<file path="config.mk">
export PLATFORM = sky130hd
export DESIGN_NAME = packed_pixel_unpacker
export DESIGN_NICKNAME = d
export VERILOG_FILES = /design/src/rtl/ppu_pkg.sv /design/src/rtl/packed_pixel_unpacker.sv /design/src/rtl/ppu_regs.sv /design/src/rtl/ppu_front.sv /design/src/rtl/ppu_queue.sv /design/src/rtl/ppu_back.sv
export SDC_FILE = /design/constraint.sdc
export NUM_CORES = 1
export LEC_CHECK = 0
export BUFFER_PORTS_ARGS = -buffer_cell sky130_fd_sc_hd__buf_2
export CAP_MARGIN = 5
export CORE_UTILIZATION = 55
export CTS_CLUSTER_DIAMETER = 100
export DETAILED_ROUTE_END_ITERATION = 6
export PLACE_DENSITY = 0.75
export SKIP_CTS_REPAIR_TIMING = 1
export SLEW_MARGIN = 30
export SYNTH_ARGS = -nofsm -noshare
export SYNTH_HDL_FRONTEND = slang
export SYNTH_SLANG_ARGS = --single-unit
export TNS_END_PERCENT = 5
</file>
<file path="constraint.sdc">
create_clock -name i_clk -period 4.7 [get_ports i_clk]
set_clock_uncertainty 0.05 [all_clocks]
set_input_delay 0.94 -clock i_clk [delete_from_list [all_inputs] [get_ports i_clk]]
set_output_delay 0.94 -clock i_clk [all_outputs]
set_load 0.005 [all_outputs]
</file>
<file path="src/rtl/ppu_pkg.sv">
// ----------------------------------------------------------------------------
// ppu_pkg
// Shared types, constants and helper functions for the packed pixel unpacker.
// ----------------------------------------------------------------------------
package ppu_pkg;

    // Default number of stream bytes one pixel word can hold
    localparam int MAX_PIXEL_BYTES_DEF = 4;

    // Depth of the pixel queue between assembly and unpack
    localparam int QUEUE_DEPTH = 2;
    localparam int QUEUE_AW    = $clog2(QUEUE_DEPTH);
    localparam int QUEUE_CW    = $clog2(QUEUE_DEPTH + 1);

    // Configuration port geometry
    localparam int APB_DW   = 32;
    localparam int APB_AW   = 5;
    localparam int REG_IW   = 3;

    // Register field widths
    localparam int BPP_W  = 3;
    localparam int OFF_W  = 5;
    localparam int SIZE_W = 4;

    // Reset values of the registers
    localparam logic [BPP_W-1:0]  BPP_RST   = 3'd2;
    localparam logic [OFF_W-1:0]  ROFF_RST  = 5'd11;
    localparam logic [SIZE_W-1:0] RSIZE_RST = 4'd5;
    localparam logic [OFF_W-1:0]  GOFF_RST  = 5'd5;
    localparam logic [SIZE_W-1:0] GSIZE_RST = 4'd6;
    localparam logic [OFF_W-1:0]  BOFF_RST  = 5'd0;
    localparam logic [SIZE_W-1:0] BSIZE_RST = 4'd5;

    // Register indexes on the configuration port
    typedef enum logic [REG_IW-1:0] {
        REG_BPP   = 3'd0,
        REG_ROFF  = 3'd1,
        REG_RSIZE = 3'd2,
        REG_GOFF  = 3'd3,
        REG_GSIZE = 3'd4,
        REG_BOFF  = 3'd5,
        REG_BSIZE = 3'd6
    } t_reg_idx;

    // Current configuration as seen by the datapath
    typedef struct packed {
        logic [BPP_W-1:0]  bpp;
        logic [OFF_W-1:0]  roff;
        logic [SIZE_W-1:0] rsize;
        logic [OFF_W-1:0]  goff;
        logic [SIZE_W-1:0] gsize;
        logic [OFF_W-1:0]  boff;
        logic [SIZE_W-1:0] bsize;
    } t_cfg;

    // Widen a field of the given size to eight bits by repeating its bits,
    // top bits first. Size zero gives 0, sizes above eight act as eight.
    function automatic logic [7:0] expand_field(input logic [7:0] f,
                                                input logic [SIZE_W-1:0] size);
        logic [7:0] r;
        case (size)
            4'd0:    r = 8'h00;
            4'd1:    r = {8{f[0]}};
            4'd2:    r = {4{f[1:0]}};
            4'd3:    r = {f[2:0], f[2:0], f[2:1]};
            4'd4:    r = {2{f[3:0]}};
            4'd5:    r = {f[4:0], f[4:2]};
            4'd6:    r = {f[5:0], f[5:4]};
            4'd7:    r = {f[6:0], f[6]};
            default: r = f;
        endcase
        return r;
    endfunction

endpackage

</file>
<file path="src/rtl/packed_pixel_unpacker.sv">
// ----------------------------------------------------------------------------
// packed_pixel_unpacker
// Unpacks a little-endian framebuffer byte stream of 1..MAX_PIXEL_BYTES bytes
// per pixel into RGB888 using configurable bit fields for red, green and blue.
// ----------------------------------------------------------------------------
//  channel   handshake               payload
//  input     i_valid / o_ready       i_data_byte, i_frame_start
//  output    o_valid / i_ready       o_red_out, o_green_out, o_blue_out
//  config    psel/penable/pwrite     paddr, pwdata, prdata, pready
//
//  One byte is taken per cycle while o_ready is high; the byte that completes
//  a pixel enters the queue at its accepting edge, then the output register.
//  A two-entry pixel queue sits between byte assembly and unpack, so input
//  keeps flowing while a result waits; o_ready drops only with the queue full.
//  Synchronous active-low reset clears the byte position, queue and output valid.
// ----------------------------------------------------------------------------
module packed_pixel_unpacker #(
    parameter int MAX_PIXEL_BYTES = ppu_pkg::MAX_PIXEL_BYTES_DEF
) (
    input  logic                       i_clk,
    input  logic                       i_rst_n,
    input  logic                       psel,
    input  logic                       penable,
    input  logic                       pwrite,
    input  logic [ppu_pkg::APB_AW-1:0] paddr,
    input  logic [ppu_pkg::APB_DW-1:0] pwdata,
    output logic [ppu_pkg::APB_DW-1:0] prdata,
    output logic                       pready,
    input  logic                       i_valid,
    output logic                       o_ready,
    input  logic [7:0]                 i_data_byte,
    input  logic                       i_frame_start,
    output logic                       o_valid,
    input  logic                       i_ready,
    output logic [7:0]                 o_red_out,
    output logic [7:0]                 o_green_out,
    output logic [7:0]                 o_blue_out
);

    localparam int WORD_W = 8 * MAX_PIXEL_BYTES;

    ppu_pkg::t_cfg     cfg;
    logic              push;
    logic [WORD_W-1:0] push_word;
    logic              push_ready;
    logic              pop_valid;
    logic [WORD_W-1:0] pop_word;
    logic              pop;

    // Configuration registers
    ppu_regs u_regs (
        .i_clk   (i_clk),
        .i_rst_n (i_rst_n),
        .psel    (psel),
        .penable (penable),
        .pwrite  (pwrite),
        .paddr   (paddr),
        .pwdata  (pwdata),
        .prdata  (prdata),
        .pready  (pready),
        .o_cfg   (cfg)
    );

    // Byte assembly
    ppu_front #(
        .MAX_PIXEL_BYTES (MAX_PIXEL_BYTES)
    ) u_front (
        .i_clk         (i_clk),
        .i_rst_n       (i_rst_n),
        .i_cfg         (cfg),
        .i_valid       (i_valid),
        .o_ready       (o_ready),
        .i_data_byte   (i_data_byte),
        .i_frame_start (i_frame_start),
        .o_push        (push),
        .o_push_word   (push_word),
        .i_push_ready  (push_ready)
    );

    // Pixel queue
    ppu_queue #(
        .WIDTH (WORD_W)
    ) u_queue (
        .i_clk        (i_clk),
        .i_rst_n      (i_rst_n),
        .i_push       (push),
        .i_push_data  (push_word),
        .o_push_ready (push_ready),
        .o_pop_valid  (pop_valid),
        .o_pop_data   (pop_word),
        .i_pop        (pop)
    );

    // Field unpack and output register
    ppu_back #(
        .MAX_PIXEL_BYTES (MAX_PIXEL_BYTES)
    ) u_back (
        .i_clk       (i_clk),
        .i_rst_n     (i_rst_n),
        .i_cfg       (cfg),
        .i_pop_valid (pop_valid),
        .i_pop_data  (pop_word),
        .o_pop       (pop),
        .o_valid     (o_valid),
        .i_ready     (i_ready),
        .o_red_out   (o_red_out),
        .o_green_out (o_green_out),
        .o_blue_out  (o_blue_out)
    );

endmodule

</file>
<file path="src/rtl/ppu_regs.sv">
// ----------------------------------------------------------------------------
// ppu_regs
// APB-style configuration registers: format of the pixel word and fields.
// ----------------------------------------------------------------------------
module ppu_regs (
    input  logic                         i_clk,
    input  logic                         i_rst_n,
    input  logic                         psel,
    input  logic                         penable,
    input  logic                         pwrite,
    input  logic [ppu_pkg::APB_AW-1:0]   paddr,
    input  logic [ppu_pkg::APB_DW-1:0]   pwdata,
    output logic [ppu_pkg::APB_DW-1:0]   prdata,
    output logic                         pready,
    output ppu_pkg::t_cfg                o_cfg
);

    ppu_pkg::t_cfg              r_cfg;
    logic                       wr_en;
    logic [ppu_pkg::REG_IW-1:0] reg_idx;

    assign pready  = 1'b1;
    assign wr_en   = psel & penable & pwrite;
    assign reg_idx = paddr[ppu_pkg::APB_AW-1:2];
    assign o_cfg   = r_cfg;

    // Write the addressed register
    always_ff @(posedge i_clk) begin
        if (!i_rst_n) begin
            r_cfg.bpp   <= ppu_pkg::BPP_RST;
            r_cfg.roff  <= ppu_pkg::ROFF_RST;
            r_cfg.rsize <= ppu_pkg::RSIZE_RST;
            r_cfg.goff  <= ppu_pkg::GOFF_RST;
            r_cfg.gsize <= ppu_pkg::GSIZE_RST;
            r_cfg.boff  <= ppu_pkg::BOFF_RST;
            r_cfg.bsize <= ppu_pkg::BSIZE_RST;
        end else if (wr_en) begin
            case (ppu_pkg::t_reg_idx'(reg_idx))
                ppu_pkg::REG_BPP:   r_cfg.bpp   <= pwdata[ppu_pkg::BPP_W-1:0];
                ppu_pkg::REG_ROFF:  r_cfg.roff  <= pwdata[ppu_pkg::OFF_W-1:0];
                ppu_pkg::REG_RSIZE: r_cfg.rsize <= pwdata[ppu_pkg::SIZE_W-1:0];
                ppu_pkg::REG_GOFF:  r_cfg.goff  <= pwdata[ppu_pkg::OFF_W-1:0];
                ppu_pkg::REG_GSIZE: r_cfg.gsize <= pwdata[ppu_pkg::SIZE_W-1:0];
                ppu_pkg::REG_BOFF:  r_cfg.boff  <= pwdata[ppu_pkg::OFF_W-1:0];
                ppu_pkg::REG_BSIZE: r_cfg.bsize <= pwdata[ppu_pkg::SIZE_W-1:0];
                default: ;
            endcase
        end
    end

    // Read back the addressed register
    always_comb begin
        case (ppu_pkg::t_reg_idx'(reg_idx))
            ppu_pkg::REG_BPP:   prdata = ppu_pkg::APB_DW'(r_cfg.bpp);
            ppu_pkg::REG_ROFF:  prdata = ppu_pkg::APB_DW'(r_cfg.roff);
            ppu_pkg::REG_RSIZE: prdata = ppu_pkg::APB_DW'(r_cfg.rsize);
            ppu_pkg::REG_GOFF:  prdata = ppu_pkg::APB_DW'(r_cfg.goff);
            ppu_pkg::REG_GSIZE: prdata = ppu_pkg::APB_DW'(r_cfg.gsize);
            ppu_pkg::REG_BOFF:  prdata = ppu_pkg::APB_DW'(r_cfg.boff);
            ppu_pkg::REG_BSIZE: prdata = ppu_pkg::APB_DW'(r_cfg.bsize);
            default:            prdata = '0;
        endcase
    end

endmodule

</file>
<file path="src/rtl/ppu_front.sv">
// ----------------------------------------------------------------------------
// ppu_front
// Byte assembler: gathers stream bytes little-endian into a pixel word and
// pushes each completed, masked word into the pixel queue.
// ----------------------------------------------------------------------------
module ppu_front #(
    parameter int MAX_PIXEL_BYTES = ppu_pkg::MAX_PIXEL_BYTES_DEF
) (
    input  logic                         i_clk,
    input  logic                         i_rst_n,
    input  ppu_pkg::t_cfg                i_cfg,
    input  logic                         i_valid,
    output logic                         o_ready,
    input  logic [7:0]                   i_data_byte,
    input  logic                         i_frame_start,
    output logic                         o_push,
    output logic [8*MAX_PIXEL_BYTES-1:0] o_push_word,
    input  logic                         i_push_ready
);

    localparam int WORD_W    = 8 * MAX_PIXEL_BYTES;
    localparam int PARTIAL_W = 8 * (MAX_PIXEL_BYTES - 1);
    localparam int PW        = $clog2(MAX_PIXEL_BYTES);
    localparam int BW        = $clog2(MAX_PIXEL_BYTES + 1);

    logic [PW-1:0]        r_pos;
    logic [PW-1:0]        n_pos;
    logic [PARTIAL_W-1:0] r_partial;
    logic [PARTIAL_W-1:0] n_partial;

    logic                 accept;
    logic                 complete;
    logic [PW-1:0]        pos_eff;
    logic [BW-1:0]        pos_inc;
    logic [3:0]           bpp_wide;
    logic [3:0]           bpp_clamp;
    logic [BW-1:0]        bpp_eff;
    logic [WORD_W-1:0]    word_base;
    logic [WORD_W-1:0]    word_new;
    logic [WORD_W-1:0]    word_masked;

    // Accept a byte whenever the queue has room
    assign o_ready = i_push_ready;
    assign accept  = i_valid & o_ready;

    // Clamp bytes per pixel to 1..MAX_PIXEL_BYTES
    always_comb begin
        bpp_wide = {1'b0, i_cfg.bpp};
        if (bpp_wide == 4'd0) begin
            bpp_clamp = 4'd1;
        end else if (bpp_wide > 4'(MAX_PIXEL_BYTES)) begin
            bpp_clamp = 4'(MAX_PIXEL_BYTES);
        end else begin
            bpp_clamp = bpp_wide;
        end
        bpp_eff = BW'(bpp_clamp);
    end

    // Place the byte into its lane; frame start restarts the pixel
    always_comb begin
        pos_eff   = i_frame_start ? '0 : r_pos;
        word_base = i_frame_start ? '0 : WORD_W'(r_partial);
        for (int k = 0; k < MAX_PIXEL_BYTES; k++) begin
            word_new[8*k +: 8]    = (pos_eff == PW'(k)) ? i_data_byte
                                                        : word_base[8*k +: 8];
            word_masked[8*k +: 8] = (BW'(k) < bpp_eff) ? word_new[8*k +: 8]
                                                        : 8'h00;
        end
        pos_inc  = BW'(pos_eff) + BW'(1);
        complete = (pos_inc >= bpp_eff);
    end

    assign o_push      = accept & complete;
    assign o_push_word = word_masked;

    // Advance or clear the byte position and partial word
    always_comb begin
        n_pos     = r_pos;
        n_partial = r_partial;
        if (accept) begin
            if (complete) begin
                n_pos     = '0;
                n_partial = '0;
            end else begin
                n_pos     = pos_inc[PW-1:0];
                n_partial = word_new[PARTIAL_W-1:0];
            end
        end
    end

    always_ff @(posedge i_clk) begin
        if (!i_rst_n) begin
            r_pos     <= '0;
            r_partial <= '0;
        end else begin
            r_pos     <= n_pos;
            r_partial <= n_partial;
        end
    end

endmodule

</file>
<file path="src/rtl/ppu_queue.sv">
// ----------------------------------------------------------------------------
// ppu_queue
// Short first-in first-out queue of completed pixel words.
// ----------------------------------------------------------------------------
module ppu_queue #(
    parameter int WIDTH = 8 * ppu_pkg::MAX_PIXEL_BYTES_DEF
) (
    input  logic             i_clk,
    input  logic             i_rst_n,
    input  logic             i_push,
    input  logic [WIDTH-1:0] i_push_data,
    output logic             o_push_ready,
    output logic             o_pop_valid,
    output logic [WIDTH-1:0] o_pop_data,
    input  logic             i_pop
);

    logic [WIDTH-1:0]             r_mem [ppu_pkg::QUEUE_DEPTH];
    logic [ppu_pkg::QUEUE_AW-1:0] r_wr_ptr;
    logic [ppu_pkg::QUEUE_AW-1:0] r_rd_ptr;
    logic [ppu_pkg::QUEUE_CW-1:0] r_count;
    logic                         do_push;
    logic                         do_pop;

    assign o_push_ready = (r_count != ppu_pkg::QUEUE_CW'(ppu_pkg::QUEUE_DEPTH));
    assign o_pop_valid  = (r_count != '0);
    assign o_pop_data   = r_mem[r_rd_ptr];
    assign do_push      = i_push & o_push_ready;
    assign do_pop       = i_pop & o_pop_valid;

    // Store pushed words
    always_ff @(posedge i_clk) begin
        if (do_push) begin
            r_mem[r_wr_ptr] <= i_push_data;
        end
    end

    // Advance pointers and occupancy
    always_ff @(posedge i_clk) begin
        if (!i_rst_n) begin
            r_wr_ptr <= '0;
            r_rd_ptr <= '0;
            r_count  <= '0;
        end else begin
            if (do_push) begin
                r_wr_ptr <= r_wr_ptr + ppu_pkg::QUEUE_AW'(1);
            end
            if (do_pop) begin
                r_rd_ptr <= r_rd_ptr + ppu_pkg::QUEUE_AW'(1);
            end
            case ({do_push, do_pop})
                2'b10:   r_count <= r_count + ppu_pkg::QUEUE_CW'(1);
                2'b01:   r_count <= r_count - ppu_pkg::QUEUE_CW'(1);
                default: r_count <= r_count;
            endcase
        end
    end

endmodule

</file>
<file path="src/rtl/ppu_back.sv">
// ----------------------------------------------------------------------------
// ppu_back
// Field unpacker: extracts red, green and blue from a pixel word, widens
// each to eight bits and holds the result in the output register.
// ----------------------------------------------------------------------------
module ppu_back #(
    parameter int MAX_PIXEL_BYTES = ppu_pkg::MAX_PIXEL_BYTES_DEF
) (
    input  logic                         i_clk,
    input  logic                         i_rst_n,
    input  ppu_pkg::t_cfg                i_cfg,
    input  logic                         i_pop_valid,
    input  logic [8*MAX_PIXEL_BYTES-1:0] i_pop_data,
    output logic                         o_pop,
    output logic                         o_valid,
    input  logic                         i_ready,
    output logic [7:0]                   o_red_out,
    output logic [7:0]                   o_green_out,
    output logic [7:0]                   o_blue_out
);

    localparam int WORD_W = 8 * MAX_PIXEL_BYTES;

    logic              r_valid;
    logic [7:0]        r_red;
    logic [7:0]        r_green;
    logic [7:0]        r_blue;
    logic [WORD_W-1:0] red_sh;
    logic [WORD_W-1:0] green_sh;
    logic [WORD_W-1:0] blue_sh;

    // Take a word when the output register is empty or being drained
    assign o_pop = i_pop_valid & (~r_valid | i_ready);

    // Shift each field down to bit 0; bits past the word read as zero
    assign red_sh   = i_pop_data >> i_cfg.roff;
    assign green_sh = i_pop_data >> i_cfg.goff;
    assign blue_sh  = i_pop_data >> i_cfg.boff;

    // Hold the result until the transaction completes
    always_ff @(posedge i_clk) begin
        if (!i_rst_n) begin
            r_valid <= 1'b0;
        end else if (o_pop) begin
            r_valid <= 1'b1;
        end else if (i_ready) begin
            r_valid <= 1'b0;
        end
    end

    always_ff @(posedge i_clk) begin
        if (o_pop) begin
            r_red   <= ppu_pkg::expand_field(red_sh[7:0],   i_cfg.rsize);
            r_green <= ppu_pkg::expand_field(green_sh[7:0], i_cfg.gsize);
            r_blue  <= ppu_pkg::expand_field(blue_sh[7:0],  i_cfg.bsize);
        end
    end

    assign o_valid     = r_valid;
    assign o_red_out   = r_red;
    assign o_green_out = r_green;
    assign o_blue_out  = r_blue;

endmodule
</file>
---- After elaboration in Yosys (flattened, before gate mapping) ----
Memory sizes are Yosys's and may differ from the RTL's. A register that Yosys moved wholly into a read port is not among the register bits.
Index checks and enable logic that the tools add are counted.
operators by class
  reduce and logical (&&, ||, !) cells .... 16
  magnitude comparators ................... 6
  shift operators ......................... 3
  bitwise operators ....................... 9
  add/sub/neg operators ................... 5
  eq/ne operators ......................... 33
  mux-type cells .......................... 25
operator list
  kind                                                                          number
  8-bit one-hot mux with 8 select lines                                         3
  32-bit by 5-bit right shift with 8-bit output                                 3
  8-bit two-way mux                                                             8
  4-bit by 3-bit equality test with 1-bit output (second input constant)        12
  24-bit two-way mux                                                            2
  5-bit one-hot mux with 7 select lines                                         1
  4-bit by 2-bit equality test with 1-bit output (second input constant)        6
  2-bit AND reduction                                                           7
  4-bit by 1-bit equality test with 1-bit output (second input constant)        3
  4-bit logical NOT                                                             3
  3-bit equality test (second input constant)                                   3
  1-bit AND                                                                     7
  2-bit equality test (second input constant)                                   3
  3-bit by 2-bit equality test with 1-bit output (second input constant)        2
  3-bit logical NOT                                                             2
  1-bit by 3-bit less-than comparator with 1-bit output (first input constant)  2
  2-bit by 3-bit less-than comparator with 1-bit output (first input constant)  2
  1-bit two-way mux                                                             6
  3-bit two-way mux                                                             2
  2-bit nonzero test                                                            3
  2-bit by 1-bit equality test with 1-bit output (second input constant)        2
  2-bit two-way mux                                                             2
  2-bit one-hot mux with 2 select lines                                         1
  2-bit by 1-bit adder with 3-bit output (second input constant)                1
  10 further kinds                                                              11
storage, ports and cells
  register bits after elaboration ......... 85
  output and inout port bits .............. 59
  memories kept ........................... 1
  bits in writable memories ............... 64
memories
  name           words  width  rd ports  clocked after memory_dff  wr ports  RTL line         text
  u_queue.r_mem  2      32     1         1                         1         ppu_queue.sv:18  logic [WIDTH-1:0] r_mem [ppu_pkg::QUEUE_DEPTH];

---- Logic depth before layout (Yosys ltp) ----
Gate-level depths: netlist of the first run.
  depth in word-level cells ............... 8
  gate-level depth with buffers ........... 13
  mapped depth without buffers ............ 11

---- Hierarchy ----
A second synthesis of the first run with hierarchy kept.
unflattened totals
  cells, all modules ...................... 1176
  area, all modules ....................... 12261.8 µm²
by module, submodules not included
  module     times used  cells an instance  area each (µm²)  seq. area each (µm²)
  ppu_back   1           677                6308.6           740.7
  ppu_queue  1           124                2536.2           2021.9
  ppu_front  1           196                1719.1           520.5
  ppu_regs   1           179                1697.9           600.6

---- Worst setup path after synthesis of the first run ----
OpenSTA, ideal clock, no wires.
  path type ............................... input-to-reg
  start point ............................. input i_frame_start
  end point ............................... memory u_queue.r_mem[0][0] in the netlist's numbering, enable pin
  slack ................................... 0.412 ns
  path buffers ............................ 3
  required time ........................... 4.227 ns
  stages on the path ...................... 10
  arrival ................................. 3.815 ns
  path through ............................ clkbuf_1 -> clkbuf_1 -> clkbuf_1 -> nor2b_1 -> ha_1 -> nand2b_1 -> a21oi_1 -> nor2b_1 -> o21ai_1 -> nor2_1
between the ends
  longest elaborated chain between the ends .. 7
RTL lines
  item                                     RTL line                     text
  start, declared                          packed_pixel_unpacker.sv:32  input logic i_frame_start,
  2-bit two-way mux                        ppu_front.sv:61              pos_eff = i_frame_start ? '0 : r_pos;
  2-bit by 1-bit adder with 3-bit output   ppu_front.sv:69              pos_inc = BW'(pos_eff) + BW'(1);
  3-bit greater-or-equal comparator        ppu_front.sv:70              complete = (pos_inc >= bpp_eff);
  1-bit AND                                ppu_front.sv:73              assign o_push = accept & complete;
  1-bit AND                                ppu_queue.sv:28              assign do_push = i_push & o_push_ready;
  1-bit two-way mux                        ppu_queue.sv:33              if (do_push) begin
  1-bit two-way mux (implied by the code)  ppu_queue.sv:34              r_mem[r_wr_ptr] <= i_push_data;
  end, declared                            ppu_queue.sv:18
Every way passes these cells.

==> metrics.cfg, run 1 <==
[timing]
rsz0062_at_grt = no
max_clock_freq_mhz = 261.0
finalMaxSlewViolations = 0
tightest_slew_ns = 0.8204
final_hold_viol_count = 0
setup_violations = 0
fin_crit_sh = 0.8151
setup_slack_ns = 0.8692
period_needed_ns = 3.831
relSlewSlack = 0.4374
timing.setup.tns_ns = 0
hold_ws_ns = 0.4359

[die]
ioPinCount = 112
coreArea_um2 = 23400
rows = 56
start_util = 0.5598
die_height_um = 156.3
die_w_um = 156.3
dieArea_um2 = 24440

[clock_tree]
clock_sinks = 150
cts.path.max_buffers = 2
cts_tree = built
cts_max_level = 4
clkTransAtPathRegs_ns = 0.07
root_buffer = clkbuf_16
clk_latency_ns = 0.45
cts_buffers = 17

[routing]
firstDrtPassIters = 7
via_per_inst = 7.022
wl_met3_um = 4304
vias = 11090
routed.top_layer = met4
drt-total-wl_um = 37450
wl_per_cell_um = 23.70
met2RoutedLength_um = 16970
antenna_left = 0
drc_errors = 0
drt-met1-wl_um = 14460
dr.first_iter.drc_count = 1828

[setup_path]
rrSetupSlack_ns = 0.87
crit_arrival_ns = 3.94
required_ns = 4.81
timing.rr.end = u_back.o_green_out[5]
cp_max_fo = 36
path_class = flip-flop to flip-flop
end_kind = flip-flop
rr_worst_depth = 8
start_kind = flip-flop

[placed_design]
gp_congestion = 1.024
pre_cts_ws_ns = 0.9397
hpwl_um = 27400
io_buffers = 54

[synthesis]
ys_ff_latch = 150
yosys_warnings = 0
syn_area_per_cell_um2 = 10.44
async_flop_share = 0
synthCells = 1255
ys.flop_type = edfxtp_1
synth_edf_count = 88
yosysSeqAreaShare = 0.2964
ys_types = 89
synthesis.area_um2 = 13100

[grt]
antenna_found_initial = 0
grt_pass1_wl_um = 57700
grt_util_all_layers = 0.3129
overflow = 0
grt_max_degree = 38
grt_pass1_vias = 10020

[flow_run]
drv_cap = 0

[cells_and_area]
layout.nets = 1308
n_antenna_cell = 0
seqCellArea_um2 = 3887
drive_gt1_frac = 0.2355
syn2layout_area_growth_pct = 6.647
multiInputGateArea_um2 = 8426
final_cell_mix = 125 x mux4_2, 97 x nor2_1, 95 x nand2_1
final_common_cell = mux4_2
fin_util = 0.5970
fillCellCount = 1946

[min_path]
hold_start = u_front.r_partial[20]
whs_path_depth = 2
hold_path.class = flip-flop to flip-flop
hold_path_end = u_front.r_partial[20]

[power_and_ir_drop]
power.leakage_nw = 4.772
irDropWorstVdd_mv = 0.3277
finalPower_mw = 4.817
p_per_area_nw_per_um2 = 344.8

[outcome]
run_status = finished clean

## kinds of logic after synthesis
logic type / share of synthesized area
other: 0.0005732
buffers and inverters: 0.06867
adders and majority gates: 0.006685
and+or+nand+nor: 0.1579
DFF: 0.2964
xor gates and xnor gates: 0.004012
muxes: 0.3140
AOI/OAI and AO/OA: 0.1518
## cell type report
type	count	area share
Multi-Input combinational cell	964	0.6030
Sequential cell	150	0.2782
Timing Repair Buffer	87	0.03797
Clock buffer	17	0.03045
Tap cell	319	0.02857
Clock inverter	15	0.01424
Inverter	28	0.007522
## where the power goes
part / leakage [nW] / switching [mW] / internal [mW]
sequential: 1.30 / 0.122 / 1.58
clock: 0.301 / 0.686 / 0.731
combinational: 3.17 / 0.889 / 0.810
## synth_stat cells (4+ instances only)
cell type	number	area share
buf_2	15	0.0057
a221oi_1	5	0.0033
mux2i_1	93	0.071
o21ai_0	35	0.013
and2_1	15	0.0072
nor3_1	20	0.0076
buf_6	5	0.0043
o31ai_1	8	0.0046
nor4_1	11	0.0053
or3_1	6	0.0029
clkinv_1	4	0.0011
mux2_2	17	0.015
a21oi_1	58	0.022
nand4_1	8	0.0038
a211oi_1	19	0.011
mux4_2	125	0.21
o2bb2ai_1	4	0.0027
edfxtp_1	88	0.20
o211ai_1	19	0.011
o21ai_1	10	0.0038
o21a_1	4	0.0023
clkbuf_1	75	0.021
a31oi_1	7	0.0033
inv_1	22	0.0063
a211oi_2	4	0.0038
mux2_4	5	0.0057
a22oi_1	14	0.0080
ha_1	7	0.0067
o22ai_1	11	0.0053
nand3_1	24	0.0092
a41oi_1	5	0.0033
nor2_1	101	0.029
a32oi_1	28	0.019
nor3b_1	22	0.013
buf_12	5	0.0076
dfxtp_1	62	0.095
nand2_1	95	0.027
buf_1	7	0.0020
and3_1	12	0.0057
nor2b_1	48	0.023
nand2b_1	22	0.011
buf_4	30	0.017
## per-layer routing
metal | global-route usage | vias to the layer above
met4 | 0.1522 | 0
li1 | - | 4872
met3 | 0.05954 | 132
met1 | 0.4232 | 5305
met2 | 0.4838 | 785
met5 | 0 | -
## worst max path at each step
stage                  startpoint                    end  slack [ns]  depth (start not counted)
global placement        flip-flop  u_back.o_green_out[5]        1.01                          8
finish                  flip-flop  u_back.o_green_out[5]        0.87                          8
detailed placement      flip-flop  u_back.o_green_out[5]        0.94                          8
CTS                     flip-flop  u_back.o_green_out[5]        0.91                          8
global route            flip-flop  u_back.o_green_out[5]        0.66                          8
floorplan           i_frame_start    u_queue.r_mem[0][0]        0.41                         10
## critical path: stages, from the launching register on
cell and delay [ns]:
dfxtp_4 0.72, buf_4 0.28, mux2i_1 0.59, mux4_2 0.44
a2111oi_0 0.10, or4b_1 0.74, and3_1 0.25, a21oi_1 0.22
a41oi_1 0.16
## flip-flops by register name, summed over array words and instances, names as in the netlist, 2 cells and up, named ones only
name / count
u_regs.o_cfg: 30
u_back.o_green_out: 8
u_back.o_red_out: 8
u_back.o_blue_out: 8
u_queue.r_count: 2
u_front.r_pos: 2
u_queue.r_mem: 64
u_front.r_partial: 24
## per-stage QoR
stage	area, um2	cells
global route	13970	1580
CTS	13970	1580
global placement	13350	1548
finish	13970	1580
floorplan	13200	1281
detailed placement	13350	1548
Note: power is estimated with default switching activity, not from simulation.
==> run 2, diff against run 1 <==
--- a/config.mk
+++ b/config.mk
@@ -10,7 +10,7 @@
 export CORE_UTILIZATION = 55
 export CTS_CLUSTER_DIAMETER = 100
 export DETAILED_ROUTE_END_ITERATION = 6
-export PLACE_DENSITY = 0.75
+export PLACE_DENSITY = 0.78
 export SKIP_CTS_REPAIR_TIMING = 1
 export SLEW_MARGIN = 30
 export SYNTH_ARGS = -nofsm -noshare
==> constraint.sdc (replaced) <==
create_clock -name i_clk -period 3.2 [get_ports i_clk]
set_clock_uncertainty 0.05 [all_clocks]
set_input_delay 0.64 -clock i_clk [delete_from_list [all_inputs] [get_ports i_clk]]
set_output_delay 0.64 -clock i_clk [all_outputs]
set_load 0.005 [all_outputs]
==> metrics.cfg, run 2 (same netlist as run 1, synthesis figures left out) <==
[routing]
drc_errors = 0
antenna_left = 0
vias = 11780
wl_per_cell_um = 24.34
dr.first_iter.drc_count = 1524
via_per_inst = 6.833
drt-total-wl_um = 41960
firstDrtPassIters = 6

[placed_design]
gp_congestion = 1.065
io_buffers = 54
hpwl_um = 31210

[die]
die_height_um = 156.3
ioPinCount = 112
coreArea_um2 = 23400
dieArea_um2 = 24440
start_util = 0.5598
die_w_um = 156.3
rows = 56

[flow_run]
drv_cap = 0

[cells_and_area]
final_cell_mix = 163 x buf_4, 125 x mux4_2, 98 x nor2_1
regMostFlops = u_queue.r_mem
seqCellArea_um2 = 3890
drive_gt1_frac = 0.3295
multiInputGateArea_um2 = 8558
fin_util = 0.6540
n_antenna_cell = 0
largest_reg_flops = 64
syn2layout_area_growth_pct = 16.83
layout.nets = 1452
fillCellCount = 1841
final_common_cell = buf_4

[grt]
use_met2 = 0.5417
grt_pass1_vias = 11000
grt_max_degree = 38
grt_util_all_layers = 0.3486
gr-usage-met3 = 0.08059
antenna_found_initial = 0
grt_pass1_wl_um = 63590
overflow = 0
grt.busiest_layer = met2
grt_use_met1 = 0.4544

[outcome]
violations = setup timing
run_status = complete, but fails checks

[setup_path]
end_kind = flip-flop
cp_max_fo = 6
crit_arrival_ns = 3.33
rrSetupSlack_ns = -0.002
required_ns = 3.33
worst_path_largest_cell_delay_ns = 0.55
cp_slowest_cell = mux4_2
path_class = flip-flop to flip-flop
path_cells = buf_6 > buf_6 > mux4_2 > mux4_2 > nand3_2 > or4b_4 > a32o_1 > a211oi_2 > o22ai_1
start_kind = flip-flop

[timing]
setup_violations = 1
finalMaxSlewViolations = 0
relSlewSlack = 0.4178
max_clock_freq_mhz = 312.3
fin_crit_sh = 1.001
timing.setup.tns_ns = -0.002248
setup_slack_ns = -0.002248
period_needed_ns = 3.202
tightest_slew_ns = 0.8666
hold_ws_ns = 0.4335
rsz0062_at_grt = yes
final_hold_viol_count = 0

[clock_tree]
clk_latency_ns = 0.46
root_buffer = clkbuf_16
clkTransAtPathRegs_ns = 0.08
cts_buffers = 17
cts_tree = built
cts_max_level = 4
clock_sinks = 150
cts.path.max_buffers = 2

[power_and_ir_drop]
irDropWorstVdd_mv = 0.4838
finalPower_mw = 7.623
p_per_area_nw_per_um2 = 498.0
power.leakage_nw = 5.535

[min_path]
hold_path.class = flip-flop to flip-flop

## run 2: cell count changes in the layout (fill, tap and decap cells not counted), moves of 3 or more
cell / delta
buf_6: +3
mux2i_2: +5
buf_4: +131
buf_12: +10
mux2i_1: -5
## run 2: layout make-up
| cell class | instances | area share |
|---|---|---|
| Multi-Input combinational cell | 964 | 0.5591 |
| Tap cell | 319 | 0.02608 |
| Clock buffer | 17 | 0.02779 |
| Timing Repair Buffer | 231 | 0.1142 |
| Sequential cell | 150 | 0.2541 |
| Inverter | 28 | 0.006867 |
| Clock inverter | 15 | 0.01177 |
## run 2: worst paths after layout
path | startpoint | endpoint | cells past startpoint
worst max-delay path | flip-flop | u_back.o_green_out[2] | 9
worst min-delay path | u_front.r_partial[10] | u_front.r_partial[10] | 2
worst max register to register | flip-flop | u_back.o_green_out[2] | 9
worst min register to register | u_front.r_partial[10] | u_front.r_partial[10] | 2
## run 2: power breakdown
part           switching (mW)  total (mW)  internal (mW)  leakage (nW)
sequential              0.123        2.44           2.32          1.30
combinational            1.54        3.11           1.57          3.94
clock                    1.01        2.07           1.06         0.292
## run 2: per-stage QoR
stage / area [um2] / setup WS [ns] / cells
3_3_place_gp: 14450 / -0.04262 / 1678
4_1_cts: 15050 / -0.1220 / 1710
3_5_place_dp: 14450 / -0.1131 / 1678
5_1_grt: 15310 / -0.06304 / 1724
6_report: 15310 / -0.002248 / 1724
2_1_floorplan: 13200 / -0.2660 / 1281
## run 2: routing by layer
layer  share of wire  routed length [um]
met5               0                   0
met4           0.050                2107
met3            0.11                4769
met2            0.46               19260
met1            0.38               15820
## run 2: critical path: cells and delay by family, from the launching register on
kind	cells	cell delay, ns
AND/OR/NAND/NOR	2	0.59
buffers and inverters	2	0.25
multiplexers	2	1.05
flip-flops	1	0.41
AO/OA/AOI/OAI	3	0.58
